==> config.mk <==
export PLATFORM = sky130hd
export DESIGN_NAME = websocket_frame_deframer
export DESIGN_NICKNAME = d
export VERILOG_FILES = /design/src/wsd_pkg.sv /design/src/wsd_fifo.sv /design/src/wsd_front.sv /design/src/wsd_back.sv /design/src/websocket_frame_deframer.sv
export SDC_FILE = /design/constraint.sdc
export NUM_CORES = 1
export LEC_CHECK = 0
export BUFFER_PORTS_ARGS = -buffer_cell sky130_fd_sc_hd__buf_2
export CORE_ASPECT_RATIO = 0.9
export CORE_MARGIN = 2
export CORE_UTILIZATION = 55
export CTS_CLUSTER_DIAMETER = 50
export DETAILED_ROUTE_END_ITERATION = 10
export MAX_ROUTING_LAYER = met4
export PLACE_DENSITY = 0.8
export SLEW_MARGIN = 20
export SYNTH_ARGS = -nofsm -noshare
export SYNTH_HDL_FRONTEND = slang
export SYNTH_SLANG_ARGS = --single-unit
==> constraint.sdc <==
create_clock -name i_clk -period 4.45 [get_ports i_clk]
set_clock_uncertainty 0.05 [all_clocks]
set_input_delay 0.6675 -clock i_clk [delete_from_list [all_inputs] [get_ports i_clk]]
set_output_delay 0.6675 -clock i_clk [all_outputs]
set_load 0.03 [all_outputs]
==> src/wsd_pkg.sv <==
// Types and constants of the frame deframer.
// No dependencies; used by every module of the block.
`timescale 1ns / 1ps

package wsd_pkg;

    // Header field constants
    localparam logic [3:0] OPC_CLOSE = 4'h8;
    localparam logic [6:0] LEN_EXT16 = 7'd126;
    localparam logic [6:0] LEN_EXT64 = 7'd127;

    // Parser phase
    typedef enum logic [2:0] {
        PH_HDR0    = 3'd0,
        PH_HDR1    = 3'd1,
        PH_EXTLEN  = 3'd2,
        PH_MASKKEY = 3'd3,
        PH_PAYLOAD = 3'd4
    } t_phase;

    // One classified byte, passed from the parser to the output stage
    typedef struct packed {
        logic [7:0] data;
        logic [7:0] key;
        logic       payload;
        logic       frame_end;
        logic       close;
        logic [3:0] opcode;
    } t_cmd;

endpackage

==> src/wsd_fifo.sv <==
// Small register queue between the header parser and the output stage.
// Depends on wsd_pkg (t_cmd).
`timescale 1ns / 1ps

module wsd_fifo #(
    parameter int DEPTH = 4
) (
    input  logic          i_clk,
    input  logic          i_rst_n,
    input  logic          i_push,
    input  wsd_pkg::t_cmd i_wr_cmd,
    input  logic          i_pop,
    output wsd_pkg::t_cmd o_rd_cmd,
    output logic          o_full,
    output logic          o_empty
);

    localparam int AW = (DEPTH > 1) ? $clog2(DEPTH) : 1;
    localparam int CW = $clog2(DEPTH + 1);

    wsd_pkg::t_cmd r_mem [DEPTH];
    logic [AW-1:0] r_wr_ptr, n_wr_ptr;
    logic [AW-1:0] r_rd_ptr, n_rd_ptr;
    logic [CW-1:0] r_count, n_count;

    assign o_full   = (r_count == CW'(DEPTH));
    assign o_empty  = (r_count == '0);
    assign o_rd_cmd = r_mem[r_rd_ptr];

    // Pointer and fill count update
    always_comb begin
        n_wr_ptr = r_wr_ptr;
        n_rd_ptr = r_rd_ptr;
        n_count  = r_count;
        if (i_push) begin
            n_wr_ptr = (r_wr_ptr == AW'(DEPTH - 1)) ? '0 : r_wr_ptr + 1'b1;
        end
        if (i_pop) begin
            n_rd_ptr = (r_rd_ptr == AW'(DEPTH - 1)) ? '0 : r_rd_ptr + 1'b1;
        end
        if (i_push && !i_pop) begin
            n_count = r_count + 1'b1;
        end else if (!i_push && i_pop) begin
            n_count = r_count - 1'b1;
        end
    end

    always_ff @(posedge i_clk) begin
        if (!i_rst_n) begin
            r_wr_ptr <= '0;
            r_rd_ptr <= '0;
            r_count  <= '0;
        end else begin
            r_wr_ptr <= n_wr_ptr;
            r_rd_ptr <= n_rd_ptr;
            r_count  <= n_count;
        end
    end

    // Entry storage
    always_ff @(posedge i_clk) begin
        if (i_push) begin
            r_mem[r_wr_ptr] <= i_wr_cmd;
        end
    end

endmodule

==> src/wsd_front.sv <==
// Header parser: takes stream bytes, tracks frame phase and classifies each byte.
// Depends on wsd_pkg (t_phase, t_cmd, header constants).
`timescale 1ns / 1ps

module wsd_front (
    input  logic          i_clk,
    input  logic          i_rst_n,
    input  logic          i_in_valid,
    output logic          o_in_ready,
    input  logic [7:0]    i_in_byte,
    input  logic          i_full,
    output logic          o_push,
    output wsd_pkg::t_cmd o_cmd
);

    wsd_pkg::t_phase r_phase, n_phase;
    logic [3:0]      r_opcode, n_opcode;
    logic            r_mask, n_mask;
    logic [63:0]     r_len, n_len;
    logic [2:0]      r_fbl, n_fbl;
    logic [3:0][7:0] r_key, n_key;
    logic [1:0]      r_idx, n_idx;

    logic fire;
    logic len_done;
    logic key_done;
    logic mask_now;
    logic enter;

    // no transfer while in reset
    assign o_in_ready = i_rst_n && !i_full;
    assign fire       = i_in_valid && o_in_ready;
    assign o_push     = fire;

    // Next state and classification of the current byte
    always_comb begin
        n_phase  = r_phase;
        n_opcode = r_opcode;
        n_mask   = r_mask;
        n_len    = r_len;
        n_fbl    = r_fbl;
        n_key    = r_key;
        n_idx    = r_idx;
        len_done = 1'b0;
        key_done = 1'b0;
        mask_now = r_mask;

        o_cmd           = '0;
        o_cmd.data      = i_in_byte;

        case (r_phase)
            wsd_pkg::PH_HDR1: begin
                n_mask   = i_in_byte[7];
                mask_now = i_in_byte[7];
                if (i_in_byte[6:0] == wsd_pkg::LEN_EXT16) begin
                    n_len   = '0;
                    n_fbl   = 3'd1;
                    n_phase = wsd_pkg::PH_EXTLEN;
                end else if (i_in_byte[6:0] == wsd_pkg::LEN_EXT64) begin
                    n_len   = '0;
                    n_fbl   = 3'd7;
                    n_phase = wsd_pkg::PH_EXTLEN;
                end else begin
                    n_len    = {57'd0, i_in_byte[6:0]};
                    len_done = 1'b1;
                end
            end
            wsd_pkg::PH_EXTLEN: begin
                n_len = {r_len[55:0], i_in_byte};
                if (r_fbl == 3'd0) begin
                    len_done = 1'b1;
                end else begin
                    n_fbl = r_fbl - 3'd1;
                end
            end
            wsd_pkg::PH_MASKKEY: begin
                n_key = {r_key[2:0], i_in_byte};
                if (r_fbl == 3'd0) begin
                    key_done = 1'b1;
                end else begin
                    n_fbl = r_fbl - 3'd1;
                end
            end
            wsd_pkg::PH_PAYLOAD: begin
                // key byte 0 sits in the top byte of the key word
                o_cmd.key     = r_mask ? r_key[~r_idx] : 8'd0;
                o_cmd.payload = 1'b1;
                n_idx         = r_idx + 2'd1;
                n_len         = r_len - 64'd1;
                if (r_len == 64'd1) begin
                    o_cmd.frame_end = 1'b1;
                    o_cmd.close     = (r_opcode == wsd_pkg::OPC_CLOSE);
                    n_phase         = wsd_pkg::PH_HDR0;
                end
            end
            default: begin
                n_opcode = i_in_byte[3:0];
                n_phase  = wsd_pkg::PH_HDR1;
            end
        endcase

        // Length known: mask key next, or straight to payload
        if (len_done && mask_now) begin
            n_fbl   = 3'd3;
            n_key   = '0;
            n_phase = wsd_pkg::PH_MASKKEY;
        end

        // Header complete: a zero-length frame ends on this byte
        enter = key_done || (len_done && !mask_now);
        if (enter) begin
            if (n_len == 64'd0) begin
                o_cmd.frame_end = 1'b1;
                o_cmd.close     = (r_opcode == wsd_pkg::OPC_CLOSE);
                n_phase         = wsd_pkg::PH_HDR0;
            end else begin
                n_idx   = 2'd0;
                n_phase = wsd_pkg::PH_PAYLOAD;
            end
        end

        o_cmd.opcode = n_opcode;
    end

    always_ff @(posedge i_clk) begin
        if (!i_rst_n) begin
            r_phase  <= wsd_pkg::PH_HDR0;
            r_opcode <= '0;
            r_mask   <= 1'b0;
            r_len    <= '0;
            r_fbl    <= '0;
            r_key    <= '0;
            r_idx    <= '0;
        end else if (fire) begin
            r_phase  <= n_phase;
            r_opcode <= n_opcode;
            r_mask   <= n_mask;
            r_len    <= n_len;
            r_fbl    <= n_fbl;
            r_key    <= n_key;
            r_idx    <= n_idx;
        end
    end

endmodule

==> src/wsd_back.sv <==
// Output stage: unmasks queued bytes and holds the result register.
// Depends on wsd_pkg (t_cmd).
`timescale 1ns / 1ps

module wsd_back (
    input  logic          i_clk,
    input  logic          i_rst_n,
    input  logic          i_empty,
    input  wsd_pkg::t_cmd i_cmd,
    output logic          o_pop,
    output logic          o_out_valid,
    input  logic          i_out_ready,
    output logic [7:0]    o_payload_byte,
    output logic          o_payload_valid,
    output logic          o_frame_end,
    output logic          o_close_frame,
    output logic [3:0]    o_frame_opcode
);

    logic       r_valid;
    logic [7:0] r_byte, n_byte;
    logic       r_pvalid;
    logic       r_end;
    logic       r_close;
    logic [3:0] r_opcode;

    // Load a new result when the register is empty or being drained
    assign o_pop = !i_empty && (!r_valid || i_out_ready);

    // Unmask; non-payload bytes report zero
    assign n_byte = i_cmd.payload ? (i_cmd.data ^ i_cmd.key) : 8'd0;

    always_ff @(posedge i_clk) begin
        if (!i_rst_n) begin
            r_valid <= 1'b0;
        end else if (o_pop) begin
            r_valid <= 1'b1;
        end else if (i_out_ready) begin
            r_valid <= 1'b0;
        end
    end

    always_ff @(posedge i_clk) begin
        if (o_pop) begin
            r_byte   <= n_byte;
            r_pvalid <= i_cmd.payload;
            r_end    <= i_cmd.frame_end;
            r_close  <= i_cmd.close;
            r_opcode <= i_cmd.opcode;
        end
    end

    assign o_out_valid     = r_valid;
    assign o_payload_byte  = r_byte;
    assign o_payload_valid = r_pvalid;
    assign o_frame_end     = r_end;
    assign o_close_frame   = r_close;
    assign o_frame_opcode  = r_opcode;

endmodule

==> src/websocket_frame_deframer.sv <==
// WebSocket (RFC 6455) receive-side frame deframer, one stream byte per transfer. Every
// accepted byte yields exactly one result: payload bytes come out unmasked with
// payload_valid set, header bytes come out with payload_valid clear and a zero byte,
// and the byte that completes a frame (the last payload byte, or the last header byte
// of a zero-length frame) carries frame_end, plus close_frame for opcode 8. The block
// sustains one byte per clock while the output is ready. The queue is written at the input
// transfer edge and the output register is loaded from the queue when the register is empty
// or being drained. The header parser's 64-bit length decrement and compare set the
// critical path. The queue of QUEUE_DEPTH entries lets input and output stall
// independently; input ready drops only in reset or when the queue is full.
// Depends on wsd_pkg, wsd_front, wsd_fifo and wsd_back.
`timescale 1ns / 1ps

module websocket_frame_deframer #(
    parameter int QUEUE_DEPTH = 4
) (
    input  logic       i_clk,
    input  logic       i_rst_n,
    input  logic       i_in_valid,
    output logic       o_in_ready,
    input  logic [7:0] i_in_byte,
    output logic       o_out_valid,
    input  logic       i_out_ready,
    output logic [7:0] o_payload_byte,
    output logic       o_payload_valid,
    output logic       o_frame_end,
    output logic       o_close_frame,
    output logic [3:0] o_frame_opcode
);

    wsd_pkg::t_cmd wr_cmd;
    wsd_pkg::t_cmd rd_cmd;
    logic          push;
    logic          pop;
    logic          full;
    logic          empty;

    // Header parser
    wsd_front u_front (
        .i_clk      (i_clk),
        .i_rst_n    (i_rst_n),
        .i_in_valid (i_in_valid),
        .o_in_ready (o_in_ready),
        .i_in_byte  (i_in_byte),
        .i_full     (full),
        .o_push     (push),
        .o_cmd      (wr_cmd)
    );

    // Decoupling queue
    wsd_fifo #(
        .DEPTH (QUEUE_DEPTH)
    ) u_fifo (
        .i_clk    (i_clk),
        .i_rst_n  (i_rst_n),
        .i_push   (push),
        .i_wr_cmd (wr_cmd),
        .i_pop    (pop),
        .o_rd_cmd (rd_cmd),
        .o_full   (full),
        .o_empty  (empty)
    );

    // Unmask and output register
    wsd_back u_back (
        .i_clk           (i_clk),
        .i_rst_n         (i_rst_n),
        .i_empty         (empty),
        .i_cmd           (rd_cmd),
        .o_pop           (pop),
        .o_out_valid     (o_out_valid),
        .i_out_ready     (i_out_ready),
        .o_payload_byte  (o_payload_byte),
        .o_payload_valid (o_payload_valid),
        .o_frame_end     (o_frame_end),
        .o_close_frame   (o_close_frame),
        .o_frame_opcode  (o_frame_opcode)
    );

endmodule

==> impl_metrics.py, run 1 <==
metrics = {
    "run_status": {
        "status": "complete, no violations",
    },
    "clock_network": {
        "cts_tree": "built",
        "cts.clk_slew.worst_paths_ns": 0.07,
        "clk_latency_ns": 0.56,
        "numCtsBuffers": 29,
        "htree_levels": 1,
        "clk_path_buf_depth": 3,
        "clockRootBuffer": "clkbuf_16",
        "cts_sinks": 226,
        "postCtsSetupBuffers": 0,
    },
    "layout": {
        "multiInputGateArea_um2": 6090,
        "area.sequential_um2": 5600,
        "layout.nets": 1354,
        "finalNonFillerCells": 1647,
        "fill_cells": 1701,
        "drive_gt1_frac": 0.166,
        "layout_common_cells": "nand2_1 (138), dfxtp_1 (118), nand3_1 (111)",
        "layout_commonest_cell": "nand2_1",
        "area_growth_pct": 13.3,
    },
    "routing": {
        "via_per_inst": 6.93,
        "drtPass1Iterations": 6,
        "num_vias": 11412,
        "antenna_left": 0,
        "drcViolationCount": 0,
        "drt_first_iter_violations": 1646,
        "wire_per_inst_um": 24.9,
        "wl_um": 41000,
    },
    "synth": {
        "syn_inst": 1317,
        "yosysTopAreaCellShare": 0.262,
        "synth.top_cells.by_area": "edfxtp_1 (26%), dfxtp_1 (19%), nand3_1 (4.5%)",
        "syn_area_per_cell_um2": 9.32,
        "synth-main-ff-cell": "dfxtp_1",
        "synth_area_um2": 12300,
        "synth_area_leader_cell": "edfxtp_1",
        "yosysWarnings": 0,
        "ys_seq_area_frac": 0.456,
        "syn_nets": 1340,
        "synth_edf_count": 107,
        "ys_ff_latch": 226,
        "async_flop_share": 0,
        "ys_types": 83,
    },
    "worst_setup_path": {
        "rrSetupSlack_ns": 0.13,
        "arrival_ns": 4.61,
        "cp_max_fo": 13,
        "required_ns": 4.73,
        "critPathCaptureType": "register",
        "crit_type": "reg2reg",
        "startpoint_type": "register",
    },
    "pwr": {
        "ir_drop_mv": 0.452,
        "p_per_area_nw_per_um2": 629,
        "p_leak_nw": 5.11,
    },
    "global_route": {
        "grt_usage": 0.357,
        "grt_pass1_vias": 10534,
        "antenna_found_initial": 2,
        "grt_max_degree": 71,
        "grt_overflow_total": 0,
        "grt_pass1_wl_um": 63300,
    },
    "place": {
        "dp.cells": 1591,
        "dp_slack_ns": 0.177,
        "place.gp.congestion": 1.03,
        "hpwl_um": 27800,
        "numPortBuffers": 28,
    },
    "floorplan": {
        "rows": 51,
        "start_util": 0.564,
        "die_w_um": 162,
        "die_y_um": 146,
        "io-pin-count": 29,
        "dieArea_um2": 23500,
        "coreArea_um2": 21800,
    },
    "sta": {
        "slew_viol_final": 0,
        "timing.final.crit_share": 0.972,
        "hold_viol_final": 0,
        "max_freq_mhz": 231,
        "relSlewSlack": 0.295,
        "worst_slack_ns": 0.125,
        "setup_violations": 0,
        "fin_crit_ns": 4.32,
        "worstMarginPinSlew_ns": 1.05,
    },
    "min_path": {
        "holdCritPathClass": "in2reg",
    },
    "run": {
        "maxCapViolCount": 0,
    },
}
## worst paths after layout
kind | from | to | depth (start not counted)
worst max-delay path | u_front.r_len[11] | u_fifo.r_mem[0][4] | 13
worst min-delay path | i_out_ready | u_back.o_out_valid | 4
worst max register to register | u_front.r_len[11] | u_fifo.r_mem[0][4] | 13
worst min register to register | u_front.r_key[30] | u_front.r_key[30] | 2
## routing by layer
| layer | wire (µm) | GRT usage | up-vias |
|---|---|---|---|
| met2 | 17600 | 0.498 | 815 |
| li1 | - | - | 5007 |
| met1 | 17000 | 0.514 | 5482 |
| met4 | 1100 | 0.0991 | 0 |
| met3 | 5290 | 0.0903 | 108 |
| met5 | 0 | - | - |
## flip-flops by register name (all words and copies together), names as in the netlist, named ones only
| register | cells |
|---|---|
| u_back.o_close_frame | 1 |
| u_back.o_frame_end | 1 |
| u_back.o_frame_opcode | 4 |
| u_back.o_out_valid | 1 |
| u_back.o_payload_byte | 8 |
| u_back.o_payload_valid | 1 |
| u_fifo.r_count | 3 |
| u_fifo.r_mem | 92 |
| u_fifo.r_rd_ptr | 2 |
| u_fifo.r_wr_ptr | 2 |
| u_front.r_fbl | 3 |
| u_front.r_idx | 2 |
| u_front.r_key | 32 |
| u_front.r_len | 64 |
| u_front.r_mask | 1 |
| u_front.r_opcode | 4 |
| u_front.r_phase | 3 |
## layout make-up
| class | count | area share |
|---|---|---|
| clock buffers | 31 | 0.0527 |
| well taps | 291 | 0.0262 |
| repair buffers | 104 | 0.0538 |
| multi-input cells | 943 | 0.437 |
| flip-flops and latches | 226 | 0.402 |
| inverters | 27 | 0.00728 |
| diodes | 2 | 0.000360 |
| clock inverters | 23 | 0.0203 |
## cells in the mapped netlist, types with 22 or more instances
cell / number
o21ai_0: 87
inv_1: 26
a21oi_1: 81
nor3_1: 40
nand3_1: 111
nand4_1: 24
nor4_1: 30
nand2_1: 138
clkbuf_1: 91
and3_1: 22
dfxtp_1: 119
edfxtp_1: 107
xnor2_1: 41
mux4_2: 22
nor2_1: 62
## through the flow
step	instance area (µm²)	setup TNS (ns)	power, mW	utilization	hold slack, ns
2_1_floorplan	12300	0	4.93	-	0.379
4_1_cts	13900	0	8.63	0.639	0.326
3_3_place_gp	12900	0	6.16	0.592	0.384
3_5_place_dp	12900	0	6.20	0.592	0.394
6_report	13900	0	8.76	0.640	0.335
5_1_grt	13900	-0.0264	9.12	0.640	0.359
## report_power, final
group,switching [mW],internal [mW]
sequential,0.247,2.46
clock,1.00,1.42
combinational,2.31,1.32
total,3.56,5.20
## what timing repair did
item	4_1_cts	5_1_grt
hold buffers	0	0
setup endpoints to repair	0	6
resized for setup	0	3
## cell families after synthesis
family,Yosys count,share of synthesized area
buffers and inverters,148,0.0515
adder cells (fa/ha/maj),12,0.0126
flip-flops,226,0.456
AO/OA/AOI/OAI,330,0.175
multiplexers,38,0.0543
AND/OR/NAND/NOR,517,0.218
XOR/XNOR,46,0.0328
## worst max-delay path, stage by stage (launching register included)
cell      delay (ns)
dfxtp_1         0.38
or4_4           0.57
or3_1           0.39
buf_4           0.18
nor4_2          0.42
buf_12          0.20
nand4b_1        0.09
buf_4           0.20
o311ai_0        0.38
a22o_1          0.21
nand4_1         0.14
nor4_2          0.39
nand3b_1        0.18
a21oi_1         0.30
Note: power is estimated with default switching activity, not from simulation.
==> inputs of run 2 (changes only) <==
--- a/config.mk
+++ b/config.mk
@@ -6,13 +6,15 @@
 export NUM_CORES = 1
 export LEC_CHECK = 0
 export BUFFER_PORTS_ARGS = -buffer_cell sky130_fd_sc_hd__buf_2
+export CELL_PAD_IN_SITES_DETAIL_PLACEMENT = 0
+export CELL_PAD_IN_SITES_GLOBAL_PLACEMENT = 1
 export CORE_ASPECT_RATIO = 0.9
 export CORE_MARGIN = 2
-export CORE_UTILIZATION = 55
+export CORE_UTILIZATION = 50
 export CTS_CLUSTER_DIAMETER = 50
 export DETAILED_ROUTE_END_ITERATION = 10
 export MAX_ROUTING_LAYER = met4
-export PLACE_DENSITY = 0.8
+export PLACE_DENSITY = 0.9
 export SLEW_MARGIN = 20
 export SYNTH_ARGS = -nofsm -noshare
 export SYNTH_HDL_FRONTEND = slang
==> run 2 against run 1 <==
Against the previous run: cell count up 1.1%; count of clock-buffer cells in the layout up 6; power down 0.88%; sequential power about the same; combinational power about the same; critical path type unchanged; critical endpoint is now u_fifo.r_mem[1][4]; largest power group unchanged.
==> impl_metrics.py, run 2 (synthesis results as in run 1) <==
metrics = {
    "layout": {
        "layout.nets": 1356,
        "final_core_util": 0.575,
        "layout_common_cells": "nand2_1 (138), dfxtp_1 (118), nand3_1 (111)",
        "drive_gt1_frac": 0.167,
        "finalNonFillerCells": 1665,
        "largest_reg_flops": 92,
        "fill_cells": 2088,
        "fin_area_um2": 13900,
        "top_regs": "u_fifo.r_mem: 92 flops, u_front.r_len: 64 flops, u_front.r_key: 32 flops",
        "area_growth_pct": 13.2,
        "largest-register": "u_fifo.r_mem",
        "layout_commonest_cell": "nand2_1",
    },
    "global_route": {
        "grt_pass1_wl_um": 62300,
        "grt_max_degree": 62,
        "grt_pass1_vias": 10419,
        "grt_usage": 0.320,
        "grt_overflow_total": 0,
        "antenna_found_initial": 1,
    },
    "routing": {
        "wire_per_inst_um": 24.3,
        "num_vias": 11180,
        "drt_first_iter_violations": 1586,
        "drtPass1Iterations": 6,
        "via_per_inst": 6.71,
        "wl_um": 40400,
        "antenna_left": 0,
        "drcViolationCount": 0,
    },
    "floorplan": {
        "coreArea_um2": 24200,
        "die_y_um": 153,
        "io-pin-count": 29,
        "start_util": 0.508,
        "rows": 54,
        "dieArea_um2": 25800,
        "die_w_um": 169,
    },
    "sta": {
        "worst_slack_ns": 0.199,
        "setup_tns_ns": 0,
        "max_freq_mhz": 235,
        "hold_viol_final": 0,
        "relSlewSlack": 0.205,
        "setup_violations": 0,
        "hold_slack_ns": 0.329,
        "fin_crit_ns": 4.25,
        "worstMarginPinSlew_ns": 1.18,
        "slew_viol_final": 0,
        "rsz0062_at_grt": "no",
        "timing.final.crit_share": 0.955,
    },
    "clock_network": {
        "clockRootBuffer": "clkbuf_16",
        "post_cts_resized": 0,
        "numCtsBuffers": 29,
        "htree_levels": 1,
        "cts_tree": "built",
        "clk_path_buf_depth": 3,
        "cts_sinks": 226,
        "cts.clk_slew.worst_paths_ns": 0.06,
        "ctsHoldBuffers": 0,
        "clk_latency_ns": 0.57,
        "postCtsSetupBuffers": 0,
    },
    "run": {
        "maxCapViolCount": 0,
    },
    "worst_setup_path": {
        "path_cells": "or4_4, or3_1, or4_1, buf_4, o311a_1, a211oi_1, and4_1, nand4_1, nor4_4, nand3b_1, a21oi_1",
        "cp_max_fo": 15,
        "path_buf_inv": 1,
        "slowest_delay_ns": 0.56,
        "startpoint_type": "register",
        "crit_type": "reg2reg",
        "crit_slowest_cell": "or4_4",
        "crit_family": "simple AND/OR/NAND/NOR gates",
        "critPathCaptureType": "register",
        "required_ns": 4.75,
        "arrival_ns": 4.56,
    },
    "pwr": {
        "p_leak_nw": 5.10,
        "power_mw": 8.68,
        "ir_drop_mv": 0.346,
        "p_per_area_nw_per_um2": 625,
    },
    "place": {
        "placed_area_um2": 12900,
        "place.gp.congestion": 1.04,
        "hpwl_um": 27100,
        "dp.cells": 1610,
        "numPortBuffers": 28,
        "dp_slack_ns": 0.0961,
    },
    "run_status": {
        "status": "complete, no violations",
    },
    "min_path": {
        "holdCritPathClass": "in2reg",
    },
}
[run 2: cell types whose count changed in the layout (fill, tap and decap cells not counted), sizes merged]
cell    delta
bufinv     -1
inv        +3
clkbuf     +6
buf        +2
diode      -1
clkinv     -8
[run 2: worst min-delay path, cell delays in order]
cell and delay (ns):
buf_2 0.08, inv_1 0.05, nand2_1 0.06, a21oi_1 0.05
[run 2: cell type report]
class / count / area (µm²) / area share
Antenna cell: 1 / 2.50 / 0.000180
Timing Repair Buffer: 106 / 726 / 0.0522
Clock inverter: 17 / 208 / 0.0149
Inverter: 27 / 101 / 0.00729
Multi-Input combinational cell: 943 / 6100 / 0.439
Sequential cell: 226 / 5600 / 0.403
Tap cell: 308 / 385 / 0.0277
Clock buffer: 37 / 776 / 0.0558
[run 2: worst paths after layout]
kind / start / endpoint / slack [ns] / depth (start not counted)
worst min-delay path: i_out_ready / u_back.o_out_valid / 0.33 / 4
worst max register to register: u_front.r_len[12] / u_fifo.r_mem[1][4] / 0.20 / 11
worst min register to register: u_front.r_key[27] / u_front.r_key[27] / 0.40 / 2
worst max-delay path: u_front.r_len[12] / u_fifo.r_mem[1][4] / 0.20 / 11
[run 2: routing by layer]
layer | wire [µm] | global-route usage
met1 | 17100 | 0.452
met2 | 17600 | 0.464
met3 | 4710 | 0.0743
met4 | 955 | 0.0814
met5 | 0 | -
[run 2: where the power goes]
part | switching, mW | internal [mW] | total, mW
logic | 2.31 | 1.31 | 3.62
registers | 0.213 | 2.46 | 2.67
clock network | 0.995 | 1.39 | 2.39
total | 3.52 | 5.16 | 8.68
